--- src/hw/rtl/cvsd_pkg.sv ---
`timescale 1ns / 1ps

package cvsd_pkg;

   localparam int MUL_A_W  = 24;
   localparam int MUL_B_W  = 16;
   localparam int PROD_W   = MUL_A_W + MUL_B_W;
   localparam int STEP_W   = 17;
   localparam int INT_W    = 24;
   localparam int DIVD_W   = 38;
   localparam int QUO_W    = 15;
   localparam int SAMPLE_W = 16;
   localparam int CSR_IDX_W = 3;
   localparam int CSR_DATA_W = 16;

   localparam logic [CSR_IDX_W-1:0] CSR_ACTIVE_HIGH  = 3'd0;
   localparam logic [CSR_IDX_W-1:0] CSR_RUN_MASK     = 3'd1;
   localparam logic [CSR_IDX_W-1:0] CSR_CHARGE_COEFF = 3'd2;
   localparam logic [CSR_IDX_W-1:0] CSR_DECAY_COEFF  = 3'd3;
   localparam logic [CSR_IDX_W-1:0] CSR_LEAK_COEFF   = 3'd4;

   localparam logic CMD_DATA  = 1'b0;
   localparam logic CMD_CLOCK = 1'b1;

   localparam logic [STEP_W-1:0]   STEP_MIN    = 17'd2726;
   localparam logic [STEP_W-1:0]   STEP_MAX    = 17'd71788;
   localparam logic [MUL_B_W-1:0]  GAIN_K      = 16'd10000;
   localparam logic [INT_W-1:0]    INT_POS_MAX = 24'h7FFFFF;
   localparam logic [INT_W-1:0]    INT_NEG_LIM = 24'h800000;
   localparam logic [DIVD_W-1:0]   DIV_BIAS    = 38'h0080000000;

   localparam logic        RST_ACTIVE_HIGH  = 1'b1;
   localparam logic [7:0]  RST_RUN_MASK     = 8'd7;
   localparam logic [15:0] RST_CHARGE_COEFF = 16'd64520;
   localparam logic [15:0] RST_DECAY_COEFF  = 16'd64520;
   localparam logic [15:0] RST_LEAK_COEFF   = 16'd61565;

   typedef struct packed {
      logic cmd;
      logic level;
   } req_type;

   typedef struct packed {
      logic signed [SAMPLE_W-1:0] sample;
      logic                       updated;
   } rsp_type;

   typedef struct packed {
      logic               en;
      logic [MUL_A_W-1:0] a;
      logic [MUL_B_W-1:0] b;
   } mul_req_type;

   typedef struct packed {
      logic             done;
      logic [QUO_W-1:0] quo;
   } div_stat_type;

   typedef enum logic [2:0] {
      ST_IDLE,
      ST_LEAK,
      ST_STEP,
      ST_GAIN,
      ST_DIV_START,
      ST_DIV_WAIT,
      ST_FINISH
   } state_type;

endpackage

--- src/hw/rtl/cvsd_mul.sv ---
`timescale 1ns / 1ps

module cvsd_mul (
   input  logic                                clock,
   input  cvsd_pkg::mul_req_type               mul_req,
   output logic [cvsd_pkg::PROD_W-1:0]         prod
);
   import cvsd_pkg::*;

   logic [PROD_W-1:0] prod_ff;
   logic [PROD_W-1:0] prod_in;

   always_comb begin
      prod_in = prod_ff;
      if (mul_req.en) begin
         prod_in = PROD_W'(mul_req.a) * PROD_W'(mul_req.b);
      end
   end

   always_ff @(posedge clock) begin
      prod_ff <= prod_in;
   end

   assign prod = prod_ff;

endmodule

--- src/hw/rtl/cvsd_div.sv ---
`timescale 1ns / 1ps

module cvsd_div (
   input  logic                          clock,
   input  logic                          reset,
   input  logic                          start,
   input  logic [cvsd_pkg::DIVD_W-1:0]   dividend,
   output cvsd_pkg::div_stat_type        div_stat
);
   import cvsd_pkg::*;

   localparam int CNT_W = $clog2(QUO_W);

   logic [DIVD_W-1:0] rem_ff, rem_in;
   logic [DIVD_W-1:0] den_ff, den_in;
   logic [QUO_W-1:0]  quo_ff, quo_in;
   logic [CNT_W-1:0]  cnt_ff, cnt_in;
   logic              busy_ff, busy_in;
   logic              done_ff, done_in;

   logic [DIVD_W:0]   shifted;
   logic [DIVD_W:0]   diff;
   logic              ge;

   // one restoring step a cycle: remainder starts below the divisor
   always_comb begin
      shifted = {rem_ff, 1'b0};
      diff    = shifted - {1'b0, den_ff};
      ge      = (shifted >= {1'b0, den_ff});
   end

   always_comb begin
      rem_in  = rem_ff;
      den_in  = den_ff;
      quo_in  = quo_ff;
      cnt_in  = cnt_ff;
      busy_in = busy_ff;
      done_in = 1'b0;
      if (start) begin
         rem_in  = dividend;
         den_in  = dividend + DIV_BIAS;
         quo_in  = '0;
         cnt_in  = '0;
         busy_in = 1'b1;
      end else if (busy_ff) begin
         rem_in = ge ? diff[DIVD_W-1:0] : shifted[DIVD_W-1:0];
         quo_in = {quo_ff[QUO_W-2:0], ge};
         cnt_in = cnt_ff + CNT_W'(1);
         if (cnt_ff == CNT_W'(QUO_W - 1)) begin
            busy_in = 1'b0;
            done_in = 1'b1;
         end
      end
   end

   always_ff @(posedge clock) begin
      if (reset) begin
         busy_ff <= 1'b0;
         done_ff <= 1'b0;
         cnt_ff  <= '0;
      end else begin
         busy_ff <= busy_in;
         done_ff <= done_in;
         cnt_ff  <= cnt_in;
      end
   end

   always_ff @(posedge clock) begin
      rem_ff <= rem_in;
      den_ff <= den_in;
      quo_ff <= quo_in;
   end

   assign div_stat.done = done_ff;
   assign div_stat.quo  = quo_ff;

endmodule

--- src/hw/rtl/cvsd_decoder_top.sv ---
`timescale 1ns / 1ps
// a word with an active clock edge runs leak, step and gain (three passes through the shared
// multiplier), then the 15-step divider, and is answered from the finish state
// any other word goes straight to the finish state; the next word waits for the return to idle
// a new word is taken while the previous result still waits in the output register
// reset is synchronous: sequencer, history, step, integrator and sample clear; CSRs get defaults
module cvsd_decoder_top #(
   parameter int HISTORY_BITS = 8
) (
   input  logic                                clock,
   input  logic                                reset,
   input  logic                                req_valid,
   output logic                                req_stall,
   input  cvsd_pkg::req_type                   req_data,
   output logic                                rsp_valid,
   input  logic                                rsp_stall,
   output cvsd_pkg::rsp_type                   rsp_data,
   input  logic                                csr_we,
   input  logic [cvsd_pkg::CSR_IDX_W-1:0]      csr_index,
   input  logic [cvsd_pkg::CSR_DATA_W-1:0]     csr_wdata
);
   import cvsd_pkg::*;

   state_type state_ff, state_in;

   logic                    active_high_ff, active_high_in;
   logic [7:0]              run_mask_ff, run_mask_in;
   logic [15:0]             charge_coeff_ff, charge_coeff_in;
   logic [15:0]             decay_coeff_ff, decay_coeff_in;
   logic [15:0]             leak_coeff_ff, leak_coeff_in;

   logic                    last_clock_ff, last_clock_in;
   logic                    held_bit_ff, held_bit_in;
   logic [HISTORY_BITS-1:0] hist_ff, hist_in;
   logic [STEP_W-1:0]       step_ff, step_in;
   logic [INT_W-1:0]        integ_ff, integ_in;
   logic [SAMPLE_W-1:0]     sample_ff, sample_in;

   logic [MUL_A_W-1:0]      mag_ff, mag_in;
   logic                    sneg_ff, sneg_in;
   logic                    do_charge_ff, do_charge_in;
   logic                    edge_ff, edge_in;

   logic                    rsp_valid_ff, rsp_valid_in;
   rsp_type                 rsp_data_ff, rsp_data_in;

   mul_req_type             mul_req;
   logic [PROD_W-1:0]       prod;
   logic                    div_start;
   div_stat_type            div_stat;

   logic                    accept;
   logic                    is_edge;
   logic                    out_free;
   logic [HISTORY_BITS-1:0] hist_shift;
   logic [HISTORY_BITS-1:0] hist_masked;
   logic                    charge_now;
   logic [INT_W:0]          sum;
   logic [INT_W:0]          sum_neg;
   logic [INT_W-1:0]        leaked;
   logic [INT_W-1:0]        integ_abs;
   logic [STEP_W-1:0]       step_diff;
   logic [STEP_W-1:0]       step_prod;
   logic [SAMPLE_W-1:0]     quo_ext;

   cvsd_mul u_mul (
      .clock   (clock),
      .mul_req (mul_req),
      .prod    (prod)
   );

   cvsd_div u_div (
      .clock    (clock),
      .reset    (reset),
      .start    (div_start),
      .dividend (prod[DIVD_W-1:0]),
      .div_stat (div_stat)
   );

   // ---------------- handshake and shared datapath terms ----------------
   always_comb begin
      accept   = req_valid && !req_stall;
      out_free = !rsp_valid_ff || !rsp_stall;
      is_edge  = (req_data.cmd == CMD_CLOCK) &&
                 (active_high_ff ? (!last_clock_ff && req_data.level)
                                 : (last_clock_ff && !req_data.level));

      hist_shift  = {hist_ff[HISTORY_BITS-2:0], held_bit_ff};
      hist_masked = hist_shift & run_mask_ff[HISTORY_BITS-1:0];
      charge_now  = (hist_masked == '0) || (hist_masked == run_mask_ff[HISTORY_BITS-1:0]);

      // integrator moved by the old step, one bit of headroom
      sum     = held_bit_ff ? ({integ_ff[INT_W-1], integ_ff} + {8'd0, step_ff})
                            : ({integ_ff[INT_W-1], integ_ff} - {8'd0, step_ff});
      sum_neg = (INT_W+1)'(0) - sum;

      leaked    = prod[PROD_W-1:16];
      integ_abs = integ_ff[INT_W-1] ? (INT_W'(0) - integ_ff) : integ_ff;
      step_diff = STEP_MAX - step_ff;
      step_prod = prod[STEP_W+15:16];
      quo_ext   = {1'b0, div_stat.quo};
   end

   // ---------------- sequencer: next state ----------------
   always_comb begin
      state_in = state_ff;
      case (state_ff)
         ST_IDLE: begin
            if (accept) begin
               state_in = is_edge ? ST_LEAK : ST_FINISH;
            end
         end
         ST_LEAK:      state_in = ST_STEP;
         ST_STEP:      state_in = ST_GAIN;
         ST_GAIN:      state_in = ST_DIV_START;
         ST_DIV_START: state_in = ST_DIV_WAIT;
         ST_DIV_WAIT: begin
            if (div_stat.done) begin
               state_in = ST_FINISH;
            end
         end
         ST_FINISH: begin
            if (out_free) begin
               state_in = ST_IDLE;
            end
         end
         default: state_in = ST_IDLE;
      endcase
   end

   // ---------------- sequencer: outputs ----------------
   always_comb begin
      req_stall   = (state_ff != ST_IDLE);
      mul_req.en  = 1'b0;
      mul_req.a   = mag_ff;
      mul_req.b   = leak_coeff_ff;
      div_start   = 1'b0;
      case (state_ff)
         ST_LEAK: begin
            mul_req.en = 1'b1;
         end
         ST_STEP: begin
            mul_req.en = 1'b1;
            if (do_charge_ff) begin
               mul_req.a = {7'd0, step_diff};
               mul_req.b = charge_coeff_ff;
            end else begin
               mul_req.a = {7'd0, step_ff};
               mul_req.b = decay_coeff_ff;
            end
         end
         ST_GAIN: begin
            mul_req.en = 1'b1;
            mul_req.a  = integ_abs;
            mul_req.b  = GAIN_K;
         end
         ST_DIV_START: begin
            div_start = 1'b1;
         end
         default: ;
      endcase
   end

   // ---------------- register next values ----------------
   always_comb begin
      active_high_in  = active_high_ff;
      run_mask_in     = run_mask_ff;
      charge_coeff_in = charge_coeff_ff;
      decay_coeff_in  = decay_coeff_ff;
      leak_coeff_in   = leak_coeff_ff;
      last_clock_in   = last_clock_ff;
      held_bit_in     = held_bit_ff;
      hist_in         = hist_ff;
      step_in         = step_ff;
      integ_in        = integ_ff;
      sample_in       = sample_ff;
      mag_in          = mag_ff;
      sneg_in         = sneg_ff;
      do_charge_in    = do_charge_ff;
      edge_in         = edge_ff;
      rsp_valid_in    = rsp_valid_ff;
      rsp_data_in     = rsp_data_ff;

      if (csr_we) begin
         case (csr_index)
            CSR_ACTIVE_HIGH:  active_high_in  = csr_wdata[0];
            CSR_RUN_MASK:     run_mask_in     = csr_wdata[7:0];
            CSR_CHARGE_COEFF: charge_coeff_in = csr_wdata;
            CSR_DECAY_COEFF:  decay_coeff_in  = csr_wdata;
            CSR_LEAK_COEFF:   leak_coeff_in   = csr_wdata;
            default: ;
         endcase
      end

      if (rsp_valid_ff && !rsp_stall) begin
         rsp_valid_in = 1'b0;
      end

      case (state_ff)
         ST_IDLE: begin
            if (accept) begin
               edge_in      = is_edge;
               sneg_in      = sum[INT_W];
               mag_in       = sum[INT_W] ? sum_neg[INT_W-1:0] : sum[INT_W-1:0];
               do_charge_in = charge_now;
               if (req_data.cmd == CMD_DATA) begin
                  held_bit_in = req_data.level;
               end else begin
                  last_clock_in = req_data.level;
                  if (is_edge) begin
                     hist_in = hist_shift;
                  end
               end
            end
         end
         ST_STEP: begin
            // leaked magnitude back to signed, saturated to 24 bits
            if (!sneg_ff) begin
               integ_in = (leaked > INT_POS_MAX) ? INT_POS_MAX : leaked;
            end else begin
               integ_in = (leaked > INT_NEG_LIM) ? INT_NEG_LIM : (INT_W'(0) - leaked);
            end
         end
         ST_GAIN: begin
            if (do_charge_ff) begin
               step_in = (step_ff > STEP_MAX) ? STEP_MAX : (STEP_MAX - step_prod);
            end else begin
               step_in = (step_prod < STEP_MIN) ? STEP_MIN : step_prod;
            end
         end
         ST_DIV_WAIT: begin
            if (div_stat.done) begin
               sample_in = integ_ff[INT_W-1] ? (SAMPLE_W'(0) - quo_ext) : quo_ext;
            end
         end
         ST_FINISH: begin
            if (out_free) begin
               rsp_valid_in        = 1'b1;
               rsp_data_in.sample  = sample_ff;
               rsp_data_in.updated = edge_ff;
            end
         end
         default: ;
      endcase
   end

   always_ff @(posedge clock) begin
      if (reset) begin
         state_ff        <= ST_IDLE;
         active_high_ff  <= RST_ACTIVE_HIGH;
         run_mask_ff     <= RST_RUN_MASK;
         charge_coeff_ff <= RST_CHARGE_COEFF;
         decay_coeff_ff  <= RST_DECAY_COEFF;
         leak_coeff_ff   <= RST_LEAK_COEFF;
         last_clock_ff   <= 1'b0;
         held_bit_ff     <= 1'b0;
         hist_ff         <= '0;
         step_ff         <= '0;
         integ_ff        <= '0;
         sample_ff       <= '0;
         rsp_valid_ff    <= 1'b0;
      end else begin
         state_ff        <= state_in;
         active_high_ff  <= active_high_in;
         run_mask_ff     <= run_mask_in;
         charge_coeff_ff <= charge_coeff_in;
         decay_coeff_ff  <= decay_coeff_in;
         leak_coeff_ff   <= leak_coeff_in;
         last_clock_ff   <= last_clock_in;
         held_bit_ff     <= held_bit_in;
         hist_ff         <= hist_in;
         step_ff         <= step_in;
         integ_ff        <= integ_in;
         sample_ff       <= sample_in;
         rsp_valid_ff    <= rsp_valid_in;
      end
   end

   always_ff @(posedge clock) begin
      mag_ff       <= mag_in;
      sneg_ff      <= sneg_in;
      do_charge_ff <= do_charge_in;
      edge_ff      <= edge_in;
      rsp_data_ff  <= rsp_data_in;
   end

   assign rsp_valid = rsp_valid_ff;
   assign rsp_data  = rsp_data_ff;

endmodule

--- config.mk ---
export PLATFORM = sky130hd
export DESIGN_NAME = cvsd_decoder_top
export DESIGN_NICKNAME = d
export VERILOG_FILES = /design/src/hw/rtl/cvsd_pkg.sv /design/src/hw/rtl/cvsd_mul.sv /design/src/hw/rtl/cvsd_div.sv /design/src/hw/rtl/cvsd_decoder_top.sv
export SDC_FILE = /design/constraint.sdc
export NUM_CORES = 2
export LEC_CHECK = 0
export BUFFER_PORTS_ARGS = -buffer_cell sky130_fd_sc_hd__buf_2
export CAP_MARGIN = 20
export CORE_ASPECT_RATIO = 0.75
export CORE_MARGIN = 2
export CORE_UTILIZATION = 55
export DETAILED_ROUTE_END_ITERATION = 12
export GPL_ROUTABILITY_DRIVEN = 0
export GPL_TIMING_DRIVEN = 0
export HOLD_SLACK_MARGIN = 0.03
export PLACE_DENSITY = 0.72
export SLEW_MARGIN = 20
export SYNTH_ARGS = -nofsm -noshare
export SYNTH_HDL_FRONTEND = slang
export SYNTH_HIERARCHICAL = 1
export SYNTH_SLANG_ARGS = --single-unit
--- constraint.sdc ---
create_clock -name clock -period 10 [get_ports clock]
set_input_delay 2 -clock clock [delete_from_list [all_inputs] [get_ports clock]]
set_output_delay 2 -clock clock [all_outputs]
set_load 0.005 [all_outputs]
==> flow_results.org <==
** Synth
- Synthesis produced a netlist with a net count of 4085.
- Number of distinct library cells after synthesis :: 101
- Cells taking the most area after synthesis :: sky130_fd_sc_hd__fa_1, sky130_fd_sc_hd__edfxtp_1, sky130_fd_sc_hd__dfxtp_1, sky130_fd_sc_hd__ha_1, sky130_fd_sc_hd__nand2_1
- The synthesized design spends more area on one cell type than any other, namely sky130_fd_sc_hd__fa_1.
- Post-synth ARST share :: 0%
- Yosys mapped a number of flops with a built-in enable equal to 160.
- In the synthesized netlist the dominant register cell turns out to be sky130_fd_sc_hd__edfxtp_1.
- Netlist area before placement :: 31300 um2
- Synthesis inferred 308 register bits.
- Sequential cells were found to cover 24.8% of the synthesized design area.
- Average footprint of a synthesized cell :: 8.79 um2
- Proportion of netlist area held by the largest area contributor :: 19.7%
- During synthesis, Yosys emitted a total of 6 warnings.
- Synthesized instance count :: 3566

** Global routing
- Global routing finished with a remaining overflow of 0.
- The via count of the first global-routing pass was 25200.
- Initial antenna violation count :: 0
- Global-route usage over all layers :: 31.9%
- Entering global routing, the biggest net connects 31 pins.
- First-pass GRT wire length :: 146000 um

** Clock tree
- After clock tree synthesis, the flow added hold-fix buffers numbering 0.
- Number of clock buffers inserted by TritonCTS :: 31
- Clock-pin slew was measured on the worst setup and hold paths at 0.07 ns.
- For the worst-skew pair, the clock arrives at the later sink with an insertion delay of 0.61 ns.
- Largest buffer count on any clock path :: 3
- TritonCTS built the clock tree.
- Buffers inserted by post-CTS timing repair :: 0
- Root buffer cell :: sky130_fd_sc_hd__clkbuf_16
- Resize count post-CTS :: 0
- CTS saw 308 sinks.
- In this run the number of H-tree levels came out at 1.

** Placement
- Post-DP HPWL :: 74200 um
- Cell count after placement :: 4362
- Prior to clock tree synthesis, the placed netlist has a worst setup slack of 0.186 ns.
- The count of buffers added on input and output ports is 44.

** Route
- The detail route stage leaves a number of antenna-violating nets equal to 0.
- After detailed routing, the number of remaining DRC violations is 0.
- Detailed routing inserted a total of 26700 vias.
- Sum of routed wire length over all layers :: 94200 um
- After detailed routing, the average wire length per cell comes to 21.3 um.
- In this run, the number of DRC markers left after iteration 0 of detailed routing was 3129.
- Number of search-and-repair iterations in the first detailed-routing pass :: 6
- Using the TritonRoute via totals, the vias-per-cell ratio works out to 6.04.

** Timing
- Upper clock frequency limit :: 104 MHz
- Measured against its own limit, the worst slew margin works out to 20.0%.
- Setup violations remaining at the end of the flow were counted as 0.
- For the pin with the worst max-slew slack, the measured transition is 1.19 ns.
- Min Clock Period, post-route :: 9.62 ns
- Setup ws final :: 0.382 ns
- Final-report max-slew violation count :: 0
- Largest clock skew in the final design :: 0.0240 ns
- On the final layout, the worst hold slack is 0.432 ns.
- The hold violation count in the final report was 0.
- Dividing the final minimum period by the clock period gives 96.2%.
- Setup Total Neg Slack :: 0 ns
- Setup repair after global routing missed its margin :: false

** Setup path
- For the worst flop-to-flop path, the logic depth is 24.
- Critical R2R Capture :: u_mul/prod[36]
- Register-to-register setup slack :: 0.38 ns
- Required time reported for the critical path endpoint :: 10.36 ns
- The worst setup path is launched from a flip-flop.
- Crit-path max FO :: 10
- At the worst endpoint, the arrival time is 9.98 ns.
- Type of element capturing the critical path :: flip-flop
- Worst Setup Path Type :: reg -> reg
- The startpoint identified for the worst register-to-register timing path is do_charge_ff.

** Hold path
- Hold-critical path depth :: 0
- Worst Hold Path EP :: rsp_data[6]
- The startpoint identified for the worst hold timing path is sample_ff[5].
- Path category of the worst min-delay check :: reg -> reg

** Floorplan
- In this run the horizontal extent of the chip is 280 um.
- Measured along the y axis, the die boundary spans 211 um.
- In this run the count of I/O pins placed on the die edge is 45.
- Starting density of the core :: 55.8%
- Floorplan core area :: 56100 um2
- Cell row count :: 75
- Total Die Area :: 58900 um2

** Layout
- NumNets Final :: 4183
- Leaving out filler cells and counting taps, the final layout contains 4421.
- Syn-to-layout area delta :: 7.69%
- Proportion of layout cells with a drive suffix above 1 :: 5.61%

** Outcome
- The flow ran to the end, and the final reports show no timing, DRC or antenna violations.

** Flow run
- Maxcap violations :: 0
==> worst max-delay path, cell delays in order (launching register included) <==
cell and delay [ns]:
sky130_fd_sc_hd__edfxtp_1 0.56, sky130_fd_sc_hd__buf_1 0.51, sky130_fd_sc_hd__buf_1 0.83, sky130_fd_sc_hd__mux2i_1 0.32, sky130_fd_sc_hd__a21oi_1 0.91, sky130_fd_sc_hd__clkbuf_1 0.61
sky130_fd_sc_hd__nand2_1 0.14, sky130_fd_sc_hd__fa_1 0.51, sky130_fd_sc_hd__inv_1 0.08, sky130_fd_sc_hd__fa_1 0.48, sky130_fd_sc_hd__fa_1 0.55, sky130_fd_sc_hd__fa_1 0.52
sky130_fd_sc_hd__fa_1 0.55, sky130_fd_sc_hd__inv_1 0.06, sky130_fd_sc_hd__fa_1 0.53, sky130_fd_sc_hd__inv_1 0.04, sky130_fd_sc_hd__ha_1 0.39, sky130_fd_sc_hd__a21oi_1 0.38
sky130_fd_sc_hd__a21boi_1 0.12, sky130_fd_sc_hd__o22a_1 0.25, sky130_fd_sc_hd__a21oi_2 0.15, sky130_fd_sc_hd__a21boi_1 0.14, sky130_fd_sc_hd__a2111oi_4 0.46, sky130_fd_sc_hd__o21ai_1 0.14
sky130_fd_sc_hd__xor2_1 0.15
==> through the flow <==
step	area, um2	utilization (%)
after floorplan	31300	-
after global placement	32500	57.9
after detailed placement	32700	58.3
after CTS	33700	60.1
after global routing	33700	60.1
final	33700	60.1
==> cell families after synthesis <==
kind of cell	share of synthesized area, %
simple gates	18.5
xor+xnor	5.09
fa+ha+maj	27.1
mux	1.83
compound gates	14.8
buf+inv	7.93
flops	24.8
==> synthesized netlist by cell type, types with 96 or more instances <==
cell type                  instances
sky130_fd_sc_hd__nand2_1         480
sky130_fd_sc_hd__inv_1           442
sky130_fd_sc_hd__fa_1            308
sky130_fd_sc_hd__nor2_1          199
sky130_fd_sc_hd__and2_1          191
sky130_fd_sc_hd__ha_1            185
sky130_fd_sc_hd__a21oi_1         181
sky130_fd_sc_hd__clkbuf_1        170
sky130_fd_sc_hd__edfxtp_1        160
sky130_fd_sc_hd__dfxtp_1         148
sky130_fd_sc_hd__o21ai_0         133
sky130_fd_sc_hd__xnor2_1          96
==> flip-flops by register name (all words and copies together), names as in the netlist, 15 cells and up <==
name             flops
u_div/rem_ff        38
integ_ff            24
rsp_data            17
mag_ff              24
charge_coeff_ff     16
sample_ff           16
leak_coeff_ff       16
u_div/quo_ff        15
u_div/den_ff        38
u_mul/prod          40
step_ff             17
decay_coeff_ff      16
==> metal layers <==
metal / GRT usage, % / up-vias / wire length, um
met3: 10.1 / 171 / 13500
li1: - / 12100 / -
met1: 48.5 / 12700 / 41500
met2: 43.8 / 1648 / 36600
met4: 7.54 / 0 / 2670
met5: 0 / - / 0
==> worst max path at each step <==
stage	startpoint	endpoint	slack (ns)
after floorplan	integ_ff[6]	u_mul/prod[35]	1.63
after global placement	integ_ff[6]	u_mul/prod[35]	0.20
after detailed placement	integ_ff[6]	u_mul/prod[35]	0.19
after CTS	integ_ff[6]	u_mul/prod[35]	0.16
after global routing	step_ff[0]	u_mul/prod[36]	0.09
final	do_charge_ff	u_mul/prod[36]	0.38
==> cells in the final DEF, fill, tap and decap left out, types with 96 or more instances in the layout <==
cell type	n
sky130_fd_sc_hd__inv_1	443
sky130_fd_sc_hd__nor2_1	198
sky130_fd_sc_hd__dfxtp_1	148
sky130_fd_sc_hd__a21oi_1	180
sky130_fd_sc_hd__edfxtp_1	160
sky130_fd_sc_hd__ha_1	185
sky130_fd_sc_hd__clkbuf_1	173
sky130_fd_sc_hd__o21ai_0	107
sky130_fd_sc_hd__and2_1	190
sky130_fd_sc_hd__xnor2_1	96
sky130_fd_sc_hd__fa_1	308
sky130_fd_sc_hd__nand2_1	479
==> cell type report <==
type / count / area, um2
fillers: 4955 / 22400
multi-input cells: 2612 / 21100
flip-flops and latches: 308 / 7770
inverters: 444 / 1670
clock buffers: 43 / 915
well taps: 731 / 915
plain buffers: 202 / 823
repair buffers: 65 / 422
clock inverters: 15 / 113
diodes: 1 / 2.50
Power is left out: the tool's default activity adds up to more than one toggle a clock period on the data nets, which glitch-free logic cannot reach.
